===== src/assert_macros.svh =====
// assertion macros shared by the scheduler rtl
`ifndef ASSERT_MACROS_SVH
`define ASSERT_MACROS_SVH

`ifndef SYNTHESIS
// condition must hold on every clock edge outside reset
`define PCS_ASSERT(label, cond, msg) \
  label: assert property (@(posedge clk) disable iff (!rst_n) (cond)) else $error(msg);
// antecedent implies consequent in the same cycle
`define PCS_ASSERT_IMP(label, ante, cons, msg) \
  label: assert property (@(posedge clk) disable iff (!rst_n) (ante) |-> (cons)) else $error(msg);
`else
`define PCS_ASSERT(label, cond, msg)
`define PCS_ASSERT_IMP(label, ante, cons, msg)
`endif

`endif


===== src/pcs_pkg.sv =====
// shared types and constants of the periodic command scheduler
package pcs_pkg;

  localparam int CMD_W  = 8;
  localparam int PER_W  = 10;
  localparam int POS_W  = 10;
  localparam int FREQ_W = 16;
  localparam int REQ_W  = 2;

  localparam logic [PER_W-1:0] RATE_BASE = 10'd1000;

  // frequency / 1000 by reciprocal multiply: (f * RATE_RECIP) >> RECIP_SH, exact for 16 bits
  localparam int                 RECIP_W    = 17;
  localparam logic [RECIP_W-1:0] RATE_RECIP = 17'd67109;
  localparam int                 RECIP_SH   = 26;
  localparam int                 FQ_W       = 7;

  // results per tick are capped
  localparam int RESULT_LIMIT = 16;
  localparam int N_W          = $clog2(RESULT_LIMIT + 1);

  // request codes
  localparam logic [REQ_W-1:0] REQ_TICK  = 2'd0;
  localparam logic [REQ_W-1:0] REQ_ADD   = 2'd1;
  localparam logic [REQ_W-1:0] REQ_CLEAR = 2'd2;

  // result kinds
  localparam logic KIND_DUE    = 1'b0;
  localparam logic KIND_STATUS = 1'b1;

  typedef enum logic [1:0] {
    ST_OK       = 2'd0,
    ST_FULL     = 2'd1,
    ST_ZERO_REM = 2'd2
  } status_t;

  // contents of one table cell
  typedef struct packed {
    logic [CMD_W-1:0] cmd;
    logic [PER_W-1:0] per;
    logic [PER_W-1:0] rem;
  } cell_data_t;

  // broadcast control to the row of cells
  typedef struct packed {
    logic             load;
    logic             rotate;
    logic             mod_clr;
    logic             mod_step;
    logic             mod_bit;
    logic [CMD_W-1:0] cmd;
    logic [PER_W-1:0] per;
  } cell_ctrl_t;

endpackage


===== src/pcs_div.sv =====
// restoring divider, one quotient bit per cycle
module pcs_div (
  input  logic                      clk,
  input  logic                      rst_n,
  input  logic                      start,
  input  logic [pcs_pkg::FREQ_W-1:0] dividend,
  input  logic [pcs_pkg::PER_W-1:0]  divisor,
  output logic                      done,
  output logic [pcs_pkg::FREQ_W-1:0] quotient
);
  import pcs_pkg::*;

  localparam int CNT_W = $clog2(FREQ_W + 1);

  logic [FREQ_W-1:0] q_r, q_nxt;
  logic [PER_W-1:0]  r_r, r_nxt;
  logic [CNT_W-1:0]  cnt_r, cnt_nxt;
  logic              done_r, done_nxt;
  logic [PER_W:0]    trial;
  logic [PER_W:0]    diff;

  // one shift and trial subtract per cycle
  always_comb begin
    trial    = {r_r, q_r[FREQ_W-1]};
    diff     = trial - {1'b0, divisor};
    q_nxt    = q_r;
    r_nxt    = r_r;
    cnt_nxt  = cnt_r;
    done_nxt = 1'b0;
    if (start) begin
      q_nxt   = dividend;
      r_nxt   = '0;
      cnt_nxt = CNT_W'(FREQ_W);
    end else if (cnt_r != '0) begin
      if (trial >= {1'b0, divisor}) begin
        r_nxt = diff[PER_W-1:0];
        q_nxt = {q_r[FREQ_W-2:0], 1'b1};
      end else begin
        r_nxt = trial[PER_W-1:0];
        q_nxt = {q_r[FREQ_W-2:0], 1'b0};
      end
      cnt_nxt  = cnt_r - 1'b1;
      done_nxt = (cnt_r == CNT_W'(1));
    end
  end

  always_ff @(posedge clk) begin
    q_r <= q_nxt;
    r_r <= r_nxt;
    if (!rst_n) begin
      cnt_r  <= '0;
      done_r <= 1'b0;
    end else begin
      cnt_r  <= cnt_nxt;
      done_r <= done_nxt;
    end
  end

  assign done     = done_r;
  assign quotient = q_r;

endmodule


===== src/pcs_cell.sv =====
// one table cell: holds an entry, reduces the position by its period, rotates
module pcs_cell #(
  parameter int IDX   = 0,
  parameter int IDX_W = 4
) (
  input  logic                clk,
  input  pcs_pkg::cell_ctrl_t ctrl,
  input  logic [IDX_W-1:0]    load_addr,
  input  pcs_pkg::cell_data_t nb_in,
  output pcs_pkg::cell_data_t cell_out,
  output logic                due
);
  import pcs_pkg::*;

  cell_data_t     data_r, data_nxt;
  logic [PER_W:0] trial;
  logic [PER_W:0] diff;

  // load, remainder step or hand-over from the neighbor
  always_comb begin
    trial    = {data_r.rem, ctrl.mod_bit};
    diff     = trial - {1'b0, data_r.per};
    data_nxt = data_r;
    if (ctrl.load && (load_addr == IDX_W'(IDX))) begin
      data_nxt.cmd = ctrl.cmd;
      data_nxt.per = ctrl.per;
    end else if (ctrl.mod_clr) begin
      data_nxt.rem = '0;
    end else if (ctrl.mod_step) begin
      if (trial >= {1'b0, data_r.per}) begin
        data_nxt.rem = diff[PER_W-1:0];
      end else begin
        data_nxt.rem = trial[PER_W-1:0];
      end
    end else if (ctrl.rotate) begin
      data_nxt = nb_in;
    end
  end

  always_ff @(posedge clk) begin
    data_r <= data_nxt;
  end

  // a zero period always counts as due
  assign due      = (data_r.per == '0) || (data_r.rem == '0);
  assign cell_out = data_r;

endmodule


===== src/periodic_command_scheduler.sv =====
// periodic command scheduler: a row of entry cells walked by one controller
// add: status after the remainder and the bit-serial 1000 / remainder, no divide if rejected
// tick: parallel remainder steps over the position bits, then rotation through all MAX_ENTRIES
//   cells, one entry a cycle while the output is free, then a flush state
// clear: straight to the status response; one item at a time, in_tready high only when idle
// reset (rst_n, synchronous, low) empties the table and sets the position to 0
module periodic_command_scheduler #(
  parameter int MAX_ENTRIES = 16,
  parameter int TICK_WRAP   = 1000
) (
  input  logic        clk,
  input  logic        rst_n,
  input  logic        in_tvalid,
  output logic        in_tready,
  input  logic [23:0] in_tdata,   // command_id[7:0], frequency[23:8]
  input  logic [1:0]  in_tuser,   // req_type[1:0]
  output logic        out_tvalid,
  input  logic        out_tready,
  output logic [23:0] out_tdata,  // due_command[7:0], position[17:8], status[19:18], zero
  output logic        out_tuser,  // result_kind[0]
  output logic        out_tlast
);
  import pcs_pkg::*;

`include "assert_macros.svh"

  localparam int IDX_W  = (MAX_ENTRIES > 1) ? $clog2(MAX_ENTRIES) : 1;
  localparam int CNT_W  = $clog2(MAX_ENTRIES + 1);
  localparam int BIT_W  = $clog2(POS_W);
  localparam int PROD_W = FREQ_W + RECIP_W;

  typedef enum logic [6:0] {
    S_IDLE  = 7'b0000001,
    S_DIV1  = 7'b0000010,
    S_DIV2  = 7'b0000100,
    S_MOD   = 7'b0001000,
    S_WALK  = 7'b0010000,
    S_FLUSH = 7'b0100000,
    S_RESP  = 7'b1000000
  } state_t;

  state_t            state_r, state_nxt;
  logic [CNT_W-1:0]  count_r, count_nxt;
  logic [POS_W-1:0]  pos_r, pos_nxt, pos_inc;
  logic [CNT_W-1:0]  walk_r, walk_nxt;
  logic [BIT_W-1:0]  bit_r, bit_nxt;
  logic [N_W-1:0]    n_r, n_nxt;
  logic              pend_valid_r, pend_valid_nxt;
  logic [CMD_W-1:0]  pend_cmd_r, pend_cmd_nxt;
  logic [CMD_W-1:0]  cmd_r, cmd_nxt;
  logic [PER_W-1:0]  divisor_r, divisor_nxt;
  status_t           status_r, status_nxt;
  logic [FREQ_W-1:0] freq_r, freq_nxt;
  logic [FQ_W-1:0]   freq_quot_r, freq_quot_nxt;

  logic              out_valid_r, out_valid_nxt;
  logic              out_kind_r, out_kind_nxt;
  logic [CMD_W-1:0]  out_cmd_r, out_cmd_nxt;
  logic [POS_W-1:0]  out_pos_r, out_pos_nxt;
  status_t           out_status_r, out_status_nxt;
  logic              out_last_r, out_last_nxt;

  logic              in_xfer, out_free;
  logic [REQ_W-1:0]  in_req;
  logic [CMD_W-1:0]  in_cmd;
  logic [FREQ_W-1:0] in_freq;

  logic [PROD_W-1:0] freq_prod;
  logic [FREQ_W-1:0] freq_rem_wide;
  logic [PER_W-1:0]  freq_rem;

  logic              div_start, div_done;
  logic [FREQ_W-1:0] div_quot;

  cell_ctrl_t        ctrl;
  cell_data_t        cell_q [MAX_ENTRIES];
  logic              cell_due [MAX_ENTRIES];

  assign in_req    = in_tuser;
  assign in_cmd    = in_tdata[7:0];
  assign in_freq   = in_tdata[23:8];
  assign in_tready = (state_r == S_IDLE);
  assign in_xfer   = in_tvalid && in_tready;
  assign out_free  = !out_valid_r || out_tready;

  assign pos_inc = (pos_r == POS_W'(TICK_WRAP - 1)) ? '0 : pos_r + 1'b1;

  // freq mod 1000: quotient by reciprocal multiply at the transfer, remainder in the cycle after
  assign freq_prod     = PROD_W'(in_freq) * PROD_W'(RATE_RECIP);
  assign freq_rem_wide = freq_r - FREQ_W'(freq_quot_r) * FREQ_W'(RATE_BASE);
  assign freq_rem      = freq_rem_wide[PER_W-1:0];

  // shared divider: 1000 / remainder
  pcs_div u_div (
    .clk      (clk),
    .rst_n    (rst_n),
    .start    (div_start),
    .dividend (FREQ_W'(RATE_BASE)),
    .divisor  (divisor_r),
    .done     (div_done),
    .quotient (div_quot)
  );

  // row of cells, each handing its entry to the one below when rotating
  for (genvar i = 0; i < MAX_ENTRIES; i++) begin : g_cell
    pcs_cell #(
      .IDX   (i),
      .IDX_W (IDX_W)
    ) u_cell (
      .clk       (clk),
      .ctrl      (ctrl),
      .load_addr (count_r[IDX_W-1:0]),
      .nb_in     (cell_q[(i + 1) % MAX_ENTRIES]),
      .cell_out  (cell_q[i]),
      .due       (cell_due[i])
    );
  end

  // controller
  always_comb begin
    state_nxt      = state_r;
    count_nxt      = count_r;
    pos_nxt        = pos_r;
    walk_nxt       = walk_r;
    bit_nxt        = bit_r;
    n_nxt          = n_r;
    pend_valid_nxt = pend_valid_r;
    pend_cmd_nxt   = pend_cmd_r;
    cmd_nxt        = cmd_r;
    divisor_nxt    = divisor_r;
    status_nxt     = status_r;
    freq_nxt       = freq_r;
    freq_quot_nxt  = freq_quot_r;
    out_valid_nxt  = out_valid_r && !out_tready;
    out_kind_nxt   = out_kind_r;
    out_cmd_nxt    = out_cmd_r;
    out_pos_nxt    = out_pos_r;
    out_status_nxt = out_status_r;
    out_last_nxt   = out_last_r;
    div_start      = 1'b0;
    ctrl           = '0;
    ctrl.mod_bit   = pos_r[bit_r];
    ctrl.cmd       = cmd_r;
    ctrl.per       = div_quot[PER_W-1:0];

    case (state_r)
      S_IDLE: begin
        if (in_xfer) begin
          case (in_req)
            REQ_TICK: begin
              ctrl.mod_clr = 1'b1;
              bit_nxt      = BIT_W'(POS_W - 1);
              state_nxt    = S_MOD;
            end
            REQ_ADD: begin
              cmd_nxt       = in_cmd;
              freq_nxt      = in_freq;
              freq_quot_nxt = freq_prod[RECIP_SH +: FQ_W];
              state_nxt     = S_DIV1;
            end
            REQ_CLEAR: begin
              count_nxt  = '0;
              pos_nxt    = '0;
              status_nxt = ST_OK;
              state_nxt  = S_RESP;
            end
            default: ;
          endcase
        end
      end

      // remainder check first, then the full check, then start 1000 / remainder
      S_DIV1: begin
        if (freq_rem == '0) begin
          status_nxt = ST_ZERO_REM;
          state_nxt  = S_RESP;
        end else if (count_r == CNT_W'(MAX_ENTRIES)) begin
          status_nxt = ST_FULL;
          state_nxt  = S_RESP;
        end else begin
          divisor_nxt = freq_rem;
          div_start   = 1'b1;
          state_nxt   = S_DIV2;
        end
      end

      S_DIV2: begin
        if (div_done) begin
          ctrl.load  = 1'b1;
          count_nxt  = count_r + 1'b1;
          status_nxt = ST_OK;
          state_nxt  = S_RESP;
        end
      end

      S_MOD: begin
        ctrl.mod_step = 1'b1;
        bit_nxt       = bit_r - 1'b1;
        if (bit_r == '0) begin
          walk_nxt       = '0;
          n_nxt          = '0;
          pend_valid_nxt = 1'b0;
          state_nxt      = S_WALK;
        end
      end

      // entry walk_r sits in cell 0; a found entry waits in pend until the next is found or the flush
      S_WALK: begin
        if (out_free) begin
          ctrl.rotate = 1'b1;
          if ((walk_r < count_r) && cell_due[0] && (n_r < N_W'(RESULT_LIMIT))) begin
            if (pend_valid_r) begin
              out_valid_nxt  = 1'b1;
              out_kind_nxt   = KIND_DUE;
              out_cmd_nxt    = pend_cmd_r;
              out_pos_nxt    = pos_r;
              out_status_nxt = ST_OK;
              out_last_nxt   = 1'b0;
            end
            pend_valid_nxt = 1'b1;
            pend_cmd_nxt   = cell_q[0].cmd;
            n_nxt          = n_r + 1'b1;
          end
          walk_nxt = walk_r + 1'b1;
          if (walk_r == CNT_W'(MAX_ENTRIES - 1)) begin
            state_nxt = S_FLUSH;
          end
        end
      end

      S_FLUSH: begin
        if (!pend_valid_r) begin
          pos_nxt   = pos_inc;
          state_nxt = S_IDLE;
        end else if (out_free) begin
          out_valid_nxt  = 1'b1;
          out_kind_nxt   = KIND_DUE;
          out_cmd_nxt    = pend_cmd_r;
          out_pos_nxt    = pos_r;
          out_status_nxt = ST_OK;
          out_last_nxt   = 1'b1;
          pend_valid_nxt = 1'b0;
          pos_nxt        = pos_inc;
          state_nxt      = S_IDLE;
        end
      end

      S_RESP: begin
        if (out_free) begin
          out_valid_nxt  = 1'b1;
          out_kind_nxt   = KIND_STATUS;
          out_cmd_nxt    = '0;
          out_pos_nxt    = '0;
          out_status_nxt = status_r;
          out_last_nxt   = 1'b1;
          state_nxt      = S_IDLE;
        end
      end

      default: begin
        state_nxt = S_IDLE;
      end
    endcase
  end

  always_ff @(posedge clk) begin
    walk_r       <= walk_nxt;
    bit_r        <= bit_nxt;
    n_r          <= n_nxt;
    pend_cmd_r   <= pend_cmd_nxt;
    cmd_r        <= cmd_nxt;
    divisor_r    <= divisor_nxt;
    status_r     <= status_nxt;
    freq_r       <= freq_nxt;
    freq_quot_r  <= freq_quot_nxt;
    out_kind_r   <= out_kind_nxt;
    out_cmd_r    <= out_cmd_nxt;
    out_pos_r    <= out_pos_nxt;
    out_status_r <= out_status_nxt;
    out_last_r   <= out_last_nxt;
    if (!rst_n) begin
      state_r      <= S_IDLE;
      count_r      <= '0;
      pos_r        <= '0;
      pend_valid_r <= 1'b0;
      out_valid_r  <= 1'b0;
    end else begin
      state_r      <= state_nxt;
      count_r      <= count_nxt;
      pos_r        <= pos_nxt;
      pend_valid_r <= pend_valid_nxt;
      out_valid_r  <= out_valid_nxt;
    end
  end

  // result transfer
  assign out_tvalid = out_valid_r;
  assign out_tdata  = {4'b0, out_status_r, out_pos_r, out_cmd_r};
  assign out_tuser  = out_kind_r;
  assign out_tlast  = out_last_r;

  // checks
  `PCS_ASSERT(a_count_range, count_r <= CNT_W'(MAX_ENTRIES), "entry count past table size")
  `PCS_ASSERT(a_pos_range, pos_r < POS_W'(TICK_WRAP), "tick position past wrap")
  `PCS_ASSERT_IMP(a_pend_scope, pend_valid_r, (state_r == S_WALK) || (state_r == S_FLUSH), "pending result outside a tick walk")
  `PCS_ASSERT_IMP(a_limit, state_r == S_WALK, n_r <= N_W'(RESULT_LIMIT), "result count past limit")
  `PCS_ASSERT_IMP(a_rem_range, state_r == S_DIV1, freq_rem_wide < FREQ_W'(RATE_BASE), "bad freq remainder")

endmodule


===== config.mk =====
export PLATFORM = sky130hd
export DESIGN_NAME = periodic_command_scheduler
export DESIGN_NICKNAME = d
export VERILOG_FILES = /design/src/pcs_pkg.sv /design/src/pcs_div.sv /design/src/pcs_cell.sv /design/src/periodic_command_scheduler.sv
export VERILOG_INCLUDE_DIRS = /design/src /design/src/src
export SDC_FILE = /design/constraint.sdc
export NUM_CORES = 2
export LEC_CHECK = 0
export ABC_AREA = 1
export BUFFER_PORTS_ARGS = -buffer_cell sky130_fd_sc_hd__buf_2
export CAP_MARGIN = 30
export CORE_ASPECT_RATIO = 1.75
export CORE_MARGIN = 2
export CORE_UTILIZATION = 40
export CTS_CLUSTER_DIAMETER = 120
export DETAILED_ROUTE_END_ITERATION = 12
export PLACE_DENSITY = 0.54
export SETUP_SLACK_MARGIN = 0.3
export SYNTH_ARGS = -nofsm -noshare
export SYNTH_HDL_FRONTEND = slang
export SYNTH_HIERARCHICAL = 1
export SYNTH_SLANG_ARGS = --single-unit

===== constraint.sdc =====
create_clock -name clk -period 8.1 [get_ports clk]
set_input_delay 1.62 -clock clk [delete_from_list [all_inputs] [get_ports clk]]
set_output_delay 1.62 -clock clk [all_outputs]
set_load 0.02 [all_outputs]

==> metrics.txt <==
status complete, no violations; grt total ovfl 0; Non-Filler Instances 7047; Final #Nets 6048; Post-CTS Hold Fix Bufs 0; Num CTS Buffers 61; startpoint types input pin; global-route wire length before repair between 150000 and 200000 um; skew final 35.2 ps; reg2reg start freq_quot_r[1]; HP Start freq_r[2]; hold crit path type reg -> reg; die area approximately 110000 um2; Crit Path Category in -> reg; PnR Total Power approximately 9.5 mW; critical path capture point type flop; CTS tree built; I/O pin total 58; slew margin rel. 0.339; DP Cell Count 6932; worst-path fanout max 8; combinational power share 0.292; Pleak 22.8 nW; Antenna diodes 0; Yosys warning count 6; power share of the sequential group 0.400; cell internal pwr between 6 and 7 mW; Crit path required time roughly 8500 ps; crit share post-route 0.678; post-detailed-route count of antenna-violating nets 0; Mapped Area between 40000 and 50000 um2; Die Y 439 um; total negative slack 0 ps; WL final 125000 um; CTS resizes 0; Peak supply drop a little under 0.0002 V; root buf cell clkbuf_16; Core ar. 107000 um2; number of port buffers 53; vias in the first global route 35500; TritonCTS Sinks between 500 and 600; routed via count about 36000; Clock Pin Slew Worst Setup and Hold Paths around 60 ps; die width 252 um; worst slack at placement around 1900 ps; ratio of cells with drive above 1 in the final layout 0.0912; syn_area_per_cell 7.74 um2; Clk pwr share 0.308; final setup fails 0; slowest cell delay on critical path 500 ps; H-Tree Level Count 2; Pwr Density 203 nW/um2; CP arrival roughly 5900 ps; Starting Density 0.403; Max Transition Viols Final 0; routed length per instance ~18 um; worst path cell trace buf_2, ha_1, ha_1, fa_1, fa_1, fa_1, fa_1, ha_1, a21oi_1, a21boi_0, o211ai_1, nand2_1, nand2_1, nand2_1, nand2_1; Worst-Skew Late Latency 680 ps; Crit-path slowest cell fa_1; Mapped Cells between 5000 and 6000; Detailed Place HPWL about 97000 um; RR Endpoint u_div/quotient[10]; Fmax 0.182 GHz; Post-CTS Setup Repair Bufs 0; pin count of the biggest net entering global routing between 50 and 60; P_sw 3.40 mW; fin worst setup slack 2610 ps; switch share 0.359; initial antenna violation count 2; drt pass-1 iters 6; # DRC 0; R2R Setup Slk 3110 ps; Area growth, synth to finish 8.11%; Clock Tree Buf Depth 3; DRT iter0 DRCs 2038; vias per cell 5.05; FP Rows approximately 160; Endpoint, Worst Hold divisor_r[2]; final hold vios 0; count of max-cap constraint violations 0; gr usage total 0.223; hold depth 0; GPL Wtd Cong 0.912; Final min period about 5500 ps; Worst Tran Pin Value 989 ps; R2R depth 18; RSZ-0062 raised after global routing false
[layout by cell type, fill, tap and decap left out, types with 18 or more instances in the layout]
cell and n:
nand2_1 2069, inv_1 824, edfxtp_1 545, nand3_1 480, ha_1 333, nor2_1 259, nand4_1 198, a21oi_1 102
nand2_2 87, inv_2 84, clkbuf_16 62, fa_1 58, xnor2_1 55, buf_2 53, nor2_2 40, dfxtp_1 40
nor3_1 30, buf_4 29, o21ai_0 28, nand3_2 22, o21a_1 20, conb_1 20, mux2_2 18, a21oi_2 18
[worst max-delay path: cells and delay by family]
family                   cells  cell delay, ps
AO/OA/AOI/OAI                3             900
adder cells (fa/ha/maj)      7            2800
buffers and inverters        1             250
AND/OR/NAND/NOR              4             330
[power by group through the flow]
stage | logic, mW | registers, mW | clock network (mW)
2_1_floorplan | 1.94 | 3.78 | 0
3_3_place_gp | 2.67 | 3.90 | 0
3_5_place_dp | 2.76 | 3.86 | 0
4_1_cts | 2.78 | 3.80 | 3.00
5_1_grt | 3.13 | 3.81 | 3.09
6_report | 2.76 | 3.79 | 2.92
[per-layer routing]
metal	share of wire	vias up	routed length, um	track usage
li1	-	18100	-	-
met1	0.35	16500	44100	0.223
met2	0.56	764	69600	0.448
met3	0.029	294	3650	0.0172
met4	0.060	0	7490	0.122
met5	0	-	0	0
[per-stage QoR]
stage | util | hold WS, ps | area [um2]
finish | 0.436 | 453 | 46700
global route | 0.436 | 460 | 46700
CTS | 0.436 | 456 | 46700
detailed placement | 0.417 | 441 | 44700
global placement | 0.416 | 448 | 44600
floorplan | - | 427 | 43300
[sequential cells by signal, indices dropped and copies added (netlist names), 10 cells and up]
register and cells:
divisor_r 10, u_div/r_r 10, g_cell.u_cell/cell_out 448, freq_r 10, out_pos_r 10, pos_r 10, u_div/quotient 16
[how the worst max path moves through the flow]
stage / start / end
detailed placement: in_tdata[10] / freq_quot_r[5]
finish: in_tdata[10] / freq_quot_r[5]
floorplan: in_tdata[9] / freq_quot_r[0]
global placement: in_tdata[10] / freq_quot_r[5]
CTS: in_tdata[10] / freq_quot_r[5]
global route: in_tdata[10] / freq_quot_r[5]
[layout make-up]
cell class	instances	area [um2]
clock buffers	71	1610
repair buffers	86	552
inverters	914	3440
flip-flops and latches	585	17200
well taps	1368	1710
clock inverters	44	424
fillers	10900	60500
multi-input cells	3979	21800
(Power assumes the default switching activity.)
